<file path="config.mk">
export PLATFORM = sky130hd
export DESIGN_NAME = vap_post
export DESIGN_NICKNAME = d
export VERILOG_FILES = /design/src/rtl/vap_pkg.sv /design/src/rtl/vap_post.sv
export SDC_FILE = /design/constraint.sdc
export NUM_CORES = 2
export LEC_CHECK = 0
export ABC_AREA = 1
export ABC_CLOCK_PERIOD_IN_PS = 2690
export BUFFER_PORTS_ARGS = -buffer_cell sky130_fd_sc_hd__buf_2
export CORE_UTILIZATION = 56
export DETAILED_ROUTE_END_ITERATION = 10
export HOLD_SLACK_MARGIN = 0.12
export PLACE_DENSITY_LB_ADDON = 0.12
export SLEW_MARGIN = 0
export SYNTH_ARGS = -nofsm -noshare
export SYNTH_HDL_FRONTEND = slang
export SYNTH_SLANG_ARGS = --single-unit
</file>
<file path="constraint.sdc">
create_clock -name clk_i -period 2.69 [get_ports clk_i]
set_input_delay 0.538 -clock clk_i [delete_from_list [all_inputs] [get_ports clk_i]]
set_output_delay 0.538 -clock clk_i [all_outputs]
set_load 0.05 [all_outputs]
</file>
<file path="src/rtl/vap_pkg.sv">
`timescale 1ns / 1ps
// ----------------------------------------------------------------------------
// vap_pkg
// Shared constants, types and helpers of the 2-D vector / polar unit.
// ----------------------------------------------------------------------------
package vap_pkg;

  localparam int unsigned FRAC_BITS     = 16;
  localparam int unsigned CORDIC_STAGES = 16;
  localparam int unsigned ATAN_LEN      = 24;
  localparam int unsigned GUARD         = 16;
  // CORDIC datapath widths: x/y with guard bits and growth, z as binary angle
  localparam int unsigned CW = 50;
  localparam int unsigned ZW = 34;

  localparam logic [29:0] K_Q30        = 30'd652032874;
  localparam logic [31:0] PI_Q30       = 32'd3373259426;
  localparam logic [63:0] TURN_PER_DEG = 64'd51240955760304310;
  localparam logic [63:0] TURN_PER_RAD = 64'h28BE60DB9391054A;

  // atan(2^-i) in binary angle units (2^32 per turn)
  localparam logic [31:0] ATAN_TAB [ATAN_LEN] = '{
    32'd536870912, 32'd316933406, 32'd167458907, 32'd85004756, 32'd42667331,
    32'd21354465, 32'd10679838, 32'd5340245, 32'd2670163, 32'd1335087,
    32'd667544, 32'd333772, 32'd166886, 32'd83443, 32'd41722, 32'd20861,
    32'd10430, 32'd5215, 32'd2608, 32'd1304, 32'd652, 32'd326, 32'd163, 32'd81
  };

  typedef enum logic [2:0] {
    FN_ADD, FN_SUB, FN_SCALE, FN_DOT, FN_POL_DEG, FN_POL_RAD, FN_MAG_RAD, FN_MAG_DEG
  } func_e;

  // results that are final before the CORDIC, carried alongside it
  typedef struct packed {
    func_e       func;
    logic [31:0] rx;
    logic [31:0] ry;
    logic [31:0] rs;
    logic        ov;
  } side_t;

  typedef struct packed {
    logic signed [CW-1:0] x;
    logic signed [CW-1:0] y;
    logic signed [ZW-1:0] z;
    logic                 rot;   // 1: rotation (z driven), 0: vectoring (y driven)
    logic                 flip;  // result negated after a half-turn fold
    logic                 zero;  // zero input vector
  } cord_t;

  // {overflow, saturated value}
  function automatic logic [32:0] sat32(input logic signed [71:0] v);
    logic [32:0] r;
    if (v > 72'sd2147483647) r = {1'b1, 32'h7FFF_FFFF};
    else if (v < -72'sd2147483648) r = {1'b1, 32'h8000_0000};
    else r = {1'b0, v[31:0]};
    return r;
  endfunction

endpackage

</file>
<file path="src/rtl/vap_post.sv">
`timescale 1ns / 1ps
// ----------------------------------------------------------------------------
// vap_post
// Back end: gain compensation and angle scaling products, then rounding,
// saturation and the output register.
// ----------------------------------------------------------------------------
module vap_post import vap_pkg::*; (
  input  logic               clk_i,
  input  logic               rst_ni,
  input  logic               en_i,
  input  logic               valid_i,
  input  side_t              side_i,
  input  cord_t              cord_i,
  output logic               out_valid_o,
  output logic signed [31:0] res_x_o,
  output logic signed [31:0] res_y_o,
  output logic signed [31:0] res_scalar_o,
  output logic signed [31:0] res_angle_o,
  output logic               overflow_o
);

  localparam logic signed [CW:0]  HALF_G   = (CW+1)'(1) <<< (GUARD - 1);
  localparam logic signed [65:0]  HALF_RAD = 66'sd1 <<< (60 - FRAC_BITS);
  localparam logic signed [65:0]  HALF_DEG = 66'sd1 <<< (28 - FRAC_BITS);

  // ---------------- stage F1 ----------------
  logic signed [CW-1:0] xs, ys;
  logic signed [CW:0]   xr, yr;
  logic signed [35:0]   rx, ry;
  logic [CW-1:0]        xu;
  logic [31:0]          z32;
  logic signed [32:0]   zsv;
  logic signed [65:0]   zs_e, kc;

  logic                 f1_valid_q;
  side_t                f1_side_q;
  logic                 f1_zero_q;
  logic signed [35:0]   f1_rx_q, f1_ry_q;
  logic [53:0]          f1_pa_q;
  logic [56:0]          f1_pb_q;
  logic signed [65:0]   f1_pang_q;

  always_comb begin
    xs  = cord_i.x;
    ys  = cord_i.y;
    xr  = ($signed({xs[CW-1], xs}) + HALF_G) >>> GUARD;
    yr  = ($signed({ys[CW-1], ys}) + HALF_G) >>> GUARD;
    rx  = xr[35:0];
    ry  = yr[35:0];
    if (cord_i.flip) begin
      rx = -rx;
      ry = -ry;
    end
    xu   = cord_i.x;
    z32  = cord_i.z[31:0];
    // exactly half a turn stays positive
    zsv  = (z32 > 32'h8000_0000) ? {1'b1, z32} : {1'b0, z32};
    zs_e = {{33{zsv[32]}}, zsv};
    kc   = (side_i.func == FN_MAG_RAD) ? {34'd0, PI_Q30} : 66'sd45;
  end

  always_ff @(posedge clk_i or negedge rst_ni) begin
    if (!rst_ni) begin
      f1_valid_q <= 1'b0;
    end else if (en_i) begin
      f1_valid_q <= valid_i;
    end
  end

  always_ff @(posedge clk_i) begin
    if (en_i) begin
      f1_side_q <= side_i;
      f1_zero_q <= cord_i.zero;
      f1_rx_q   <= rx;
      f1_ry_q   <= ry;
      f1_pa_q   <= 54'(xu[CW-1:26]) * 54'(K_Q30);
      f1_pb_q   <= 57'(xu[25:0]) * 57'(K_Q30) + (57'd1 << 45);
      f1_pang_q <= zs_e * kc;
    end
  end

  // ---------------- stage F2 ----------------
  logic               f1_mag;
  logic [54:0]        msum;
  logic [34:0]        mag;
  logic signed [65:0] ang;
  logic [32:0]        sat_a, sat_b;
  logic [31:0]        rx_d, ry_d, rs_d, ra_d;
  logic               ov_d;

  logic               out_valid_q, ov_q;
  logic [31:0]        rx_q, ry_q, rs_q, ra_q;

  assign f1_mag = (f1_side_q.func == FN_MAG_RAD) || (f1_side_q.func == FN_MAG_DEG);

  always_comb begin
    msum = {1'b0, f1_pa_q} + 55'(f1_pb_q >> 26);
    mag  = msum[54:20];
    ang  = (f1_side_q.func == FN_MAG_RAD) ? ((f1_pang_q + HALF_RAD) >>> (61 - FRAC_BITS))
                                          : ((f1_pang_q + HALF_DEG) >>> (29 - FRAC_BITS));
    rx_d  = f1_side_q.rx;
    ry_d  = f1_side_q.ry;
    rs_d  = f1_side_q.rs;
    ra_d  = '0;
    ov_d  = f1_side_q.ov;
    sat_a = '0;
    sat_b = '0;
    unique case (f1_side_q.func) inside
      FN_POL_DEG, FN_POL_RAD: begin
        sat_a = sat32(72'(f1_rx_q));
        sat_b = sat32(72'(f1_ry_q));
        rx_d  = sat_a[31:0];
        ry_d  = sat_b[31:0];
        ov_d  = sat_a[32] | sat_b[32];
      end
      FN_MAG_RAD, FN_MAG_DEG: begin
        sat_a = sat32(72'(mag));
        sat_b = sat32(72'(ang));
        if (f1_zero_q) begin
          rs_d = '0;
          ov_d = 1'b0;
        end else begin
          rs_d = sat_a[31:0];
          ra_d = sat_b[31:0];
          ov_d = sat_a[32] | sat_b[32];
        end
      end
      default: ;
    endcase
  end

  always_ff @(posedge clk_i or negedge rst_ni) begin
    if (!rst_ni) begin
      out_valid_q <= 1'b0;
    end else if (en_i) begin
      out_valid_q <= f1_valid_q;
    end
  end

  always_ff @(posedge clk_i) begin
    if (en_i) begin
      rx_q <= rx_d;
      ry_q <= ry_d;
      rs_q <= rs_d;
      ra_q <= ra_d;
      ov_q <= ov_d;
    end
  end

  assign out_valid_o  = out_valid_q;
  assign res_x_o      = rx_q;
  assign res_y_o      = ry_q;
  assign res_scalar_o = rs_q;
  assign res_angle_o  = ra_q;
  assign overflow_o   = ov_q;

  // only the magnitude operations produce an angle
  a_angle_only_mag: assert property (@(posedge clk_i) disable iff (!rst_ni)
    en_i && f1_valid_q && !f1_mag |=> res_angle_o == '0)
    else $error("angle output nonzero for a non-magnitude item");

  a_zero_vector: assert property (@(posedge clk_i) disable iff (!rst_ni)
    en_i && f1_valid_q && f1_mag && f1_zero_q |=> res_scalar_o == '0 && res_angle_o == '0)
    else $error("zero vector did not give zero magnitude and angle");

  a_mag_nonneg: assert property (@(posedge clk_i) disable iff (!rst_ni)
    en_i && f1_valid_q && f1_mag |=> !res_scalar_o[31])
    else $error("negative magnitude");

endmodule

</file>
; Word level (Yosys, flattened, before mapping)
; Index checks and enable logic that the tools add are counted.
[totals]
reg_bits = 480
input_bits = 241
output_inout_bits = 130
elab_cells = 70
[classes]
add_sub_neg = 8
multipliers = 3
order_cmp = 8
n_eq_ne = 5
muxes = 22
bitwise = 3
reduce_logical = 3
[op_table]
columns = operator, count
row1 = $mux 33, 12
row2 = $mux 32, 5
row3 = $add 50x17->51 const B, 2
row4 = $gt 36x32->1 const B, 2
row5 = $lt 36x32->1 const B, 2
row6 = $mux 36, 2
row7 = $neg 35->36, 2
row8 = $add 66x14->66 const B, 1
row9 = $add 66x46->66 const B, 1
row10 = $gt 66x32->1 const B, 1
row11 = $lt 66x32->1 const B, 1
row12 = $mul 33x33->66, 1
row13 = $mux 66, 1
row14 = $add 56x46->57 const B, 1
row15 = $add 54x31->55, 1
row16 = $mul 26x29->55 const B, 1
row17 = $mul 24x29->53 const B, 1
row18 = $gt 35x31->1 const B, 1
row19 = $gt 32x32->1 const B, 1
row20 = $eq 3x3->1 const B, 5
row21 = $reduce_or 2->1, 3
row22 = $or 1x1->1, 2
row23 = $pmux 1 s2, 1
row24 = $mux 1, 1
row25 = $not 1->1, 1

; Logic depth before layout (Yosys ltp)
[depth]
depth_word = 9
mapped_depth = 40
mapped_depth_nobuf = 39

; Worst setup path after synthesis
; Ideal clock, no wire load.
[synth_path]
path_kind = input-to-reg
from = in cord_i[5] in the netlist's numbering
to = reg f1_pang_q[61], data pin
setup_ns = 0.252
arrival_time_ns = 7.943
required_ns = 2.438
setup_slack_ns = -5.506
stages = 31
n_path_buf = 1
path_cell_list = inv_1 > nand4_1 > nor4_1 > nand4_1 > nor4_1 > nor2_1 > nand2_1 > buf_2 > inv_1 > ha_1 > fa_1 > inv_1 > fa_1 > fa_1 > fa_1 > fa_1 > fa_1 > inv_1 > fa_1 > inv_1 > ha_1 > a21oi_1 > inv_1 > a21oi_1 > inv_1 > a21oi_1 > o21ai_0 > a221oi_1 > nand2_1 > nand2_1 > nand2_1
[synth_via]
elab_chain_cells = 3
[synth_rtl]
columns = element, line_no
row1 = start: declaration, vap_post.sv:13  ; input cord_t cord_i,
row2 = $gt 32x32->1, vap_post.sv:57  ; zsv = (z32 > 32'h8000_0000) ? {1'b1, z32} : {1'b0, z32};
row3 = $mux 33 *, vap_post.sv:57
row4 = $mul 33x33->66 *, vap_post.sv:78  ; f1_pang_q <= zs_e * kc;
row5 = end signal: assignment, vap_post.sv:78
row6 = end: declaration, vap_post.sv:41  ; logic signed [65:0] f1_pang_q;
; Every way passes the cells marked *; elsewhere a longest branch is shown, timed or not.
; A chain may end at the register's enable or synchronous reset.

; Final worst setup path
[layout_path]
from = in cord_i[7] in the netlist's numbering
to = reg f1_pang_q[61], data pin
; Same word-level chain as after synthesis.

==> run metrics <==
CTS Buf Count 46; core area 128000 um2; Synth-to-Final Area Change 39.6%; synth warn 0; H-Tree Depth 2; metal1 wirelength roughly 110000 um; Hold Path Class in2reg; WL met2 128000 um; Core Rows between 100 and 150; #FFs+latches synth 441; Critical Path End Type register; vias in the first global route between 70000 and 80000; dpl cells 12100; Worst Setup Slack, final -4810 ps; clk_skew between 20 and 25 ps; root buffer cell clkbuf_16; wire length on met3 ~25000 um; most common cell after layout, fill and taps aside buf_4; first-pass GRT wire length 397000 um; Max Cap Viol 0; CP Launch Type input pin; WL/cell roughly 22 um; reg2reg setup slack -900 ps; Critical Path AT 7880 ps; DR iter-0 viols just over 6000; layout cells sized above 1 0.351; Syn Std Cell Area 72700 um2; deepest clock path buffer count 3; design area 102000 um2; Post-synth EDFFs 439; failing checks negative setup slack; Setup CP Type in2reg; Final GP Congestion between 1 and 1.5; dominant cell type by area after synthesis fa_1; Final Max Tran Viols 0; total gr overflow 0; Ports approximately 370; relative slew slack 0.382; Worst Tran Pin Value approximately 930 ps; Starting Density 0.567; die width 362 um; RSZ-0062 raised after global routing yes; Seq/Total Area, Yosys 0.182; RR Startpoint f1_pb_q[46]$_DFFE_PP_; Final setup viols 211; Async S/R FF share, synth 0.00454; CP required 3060 ps; gr usage total 0.398; fmax 133 MHz; top cell type's share of synthesized area 0.309; fin nets 12900; final hold violations 0; Final ANT Viol Nets 0; worst-path fanout max 4; clock latency on the worst-skew pair 620 ps; CTS Sinks 441; ranking of synthesized cells by area fa_1 31%, edfxtp_1 18%, ha_1 15%; Avg Cell Area, Syn between 8 and 9 um2; 1st-pass router iterations 6; Largest stage delay, worst path 670 ps; post-detailed-route DRC marker count 0; synthesized instance count 8216; Placement Cell Area slightly above 90000 um2; final setup TNS -482840 ps; Via density 5.48; via count slightly below 70000; R2R cell count 16; Total Routed Length 277000 um; IO Port Bufs 352; Primary FF master, synth edfxtp_1; Final period util 2.79; r2r endpoint res_scalar_o[14]$_DFFE_PP_; Layout Utilization 0.792; outcome finished, violations left; most frequent cells in the layout 1912 x buf_4, 1865 x inv_1, 1029 x nand2_1; clk slew on worst S/H paths 80 ps; largest net degree at the start of global routing 77; top layer in use met5; minimum clock period 7500 ps; Worst path slowest cell fa_2; initial antenna violation count 15; post-route insts no fill roughly 12000; Critical Path End f1_pang_q[61]$_DFFE_PP_; Synth cell types 71; CTS tree done; full die area between 100000 and 150000 um2; Die Y 362 um; Worst Setup SP cord_i[7]; Final HPWL DP 220000 um
## logic make-up (layout without fill, tap and decap cells)
| group | Yosys count | after routing | synth area share |
|---|---|---|---|
| flops | 441 | 441 | 0.182 |
| mux | 2 | 2 | 0.000275 |
| xor+xnor | 339 | 339 | 0.0414 |
| simple gates | 2394 | 2394 | 0.139 |
| fa+ha+maj | 1986 | 1986 | 0.458 |
| other cells | 2 | 22 | 0.000103 |
| compound gates | 850 | 850 | 0.0654 |
| buf+inv | 2202 | 4696 | 0.115 |
## worst min path at each step
stage	cells past startpoint	end	slack (ps)	from
floorplan	0	f1_valid_q$_DFFE_PN0P_	240	rst_ni
CTS	1	f1_side_q[97]$_DFFE_PP_	120	side_i[97]
global placement	1	out_valid_o$_DFFE_PN0P_	320	rst_ni
detailed placement	1	f1_valid_q$_DFFE_PN0P_	330	rst_ni
global route	1	f1_side_q[97]$_DFFE_PP_	130	side_i[97]
finish	1	f1_side_q[97]$_DFFE_PP_	150	side_i[97]
## final cells by class
cell class / count / area (um2)
Tap cell: 1729 / 2160
Sequential cell: 441 / 13200
Inverter: 2121 / 8050
Antenna cell: 10 / 25.0
Multi-Input combinational cell: 5583 / 57300
Fill cell: 8408 / 26600
Timing Repair inverter: 1 / 8.76
Clock inverter: 38 / 382
Clock buffer: 48 / 1160
Timing Repair Buffer: 2488 / 19200
## critical path: cells and delay by family
family | cells | cell delay [ps]
AND/OR/NAND/NOR | 13 | 1590
adder cells (fa/ha/maj) | 9 | 4190
AO/OA/AOI/OAI | 1 | 260
buffers and inverters | 11 | 1280
## repair_timing
item | CTS | global route
endpoints found under the setup margin | 212 | 221
endpoints found under the hold margin | 101 | 0
pin swaps | 351 | 327
buffers inserted | 116 | 80
resized for setup | 659 | 540
gates cloned | 5 | 0
hold buffers | 100 | 0
## sequential cells by signal (all words and copies together), names as in the netlist
| name | count |
|---|---|
| f1_pa_q | 53 |
| f1_pang_q | 54 |
| f1_pb_q | 30 |
| f1_rx_q | 36 |
| f1_ry_q | 36 |
| f1_side_q | 100 |
| f1_valid_q | 1 |
| f1_zero_q | 1 |
| out_valid_o | 1 |
| overflow_o | 1 |
| res_angle_o | 32 |
| res_scalar_o | 32 |
| res_x_o | 32 |
| res_y_o | 32 |
## layer usage
metal  GRT usage  up-vias
met3      0.0619     1071
met1       0.524    33400
met2       0.655     3448
met4       0.167       12
li1            -    30400
met5           0        -
## synth_stat cells, types with 5 or more instances
library cell and number:
xor2_1 218, clkbuf_1 63, fa_1 1123, o21a_1 17, clkinv_1 5, nor3_1 80
nor2_4 13, a21boi_0 7, nand4_1 71, o21ai_1 31, and3_1 6, nand3_1 202
o21bai_1 19, o211ai_1 10, buf_6 7, inv_2 9, nor4_1 26, nand3_2 7
ha_1 863, a21oi_1 293, nand2_1 1136, a221oi_1 6, a31o_2 14, edfxtp_1 439
o22ai_1 7, o21ai_0 327, nor2_2 21, buf_2 7, nand2_2 13, or2_2 35
nand3b_1 12, a31oi_1 60, a21o_1 30, inv_1 2107, xnor2_1 117, nor2_1 751
## through the flow
stage | hold slack (ps) | setup slack (ps)
detailed placement | 327 | -5590
floorplan | 242 | -5030
global route | 135 | -4920
global placement | 323 | -5510
CTS | 123 | -4340
finish | 152 | -4810
Power is not shown: default switching activity piles up to over one toggle a cycle in this logic, so the estimate is an artifact.
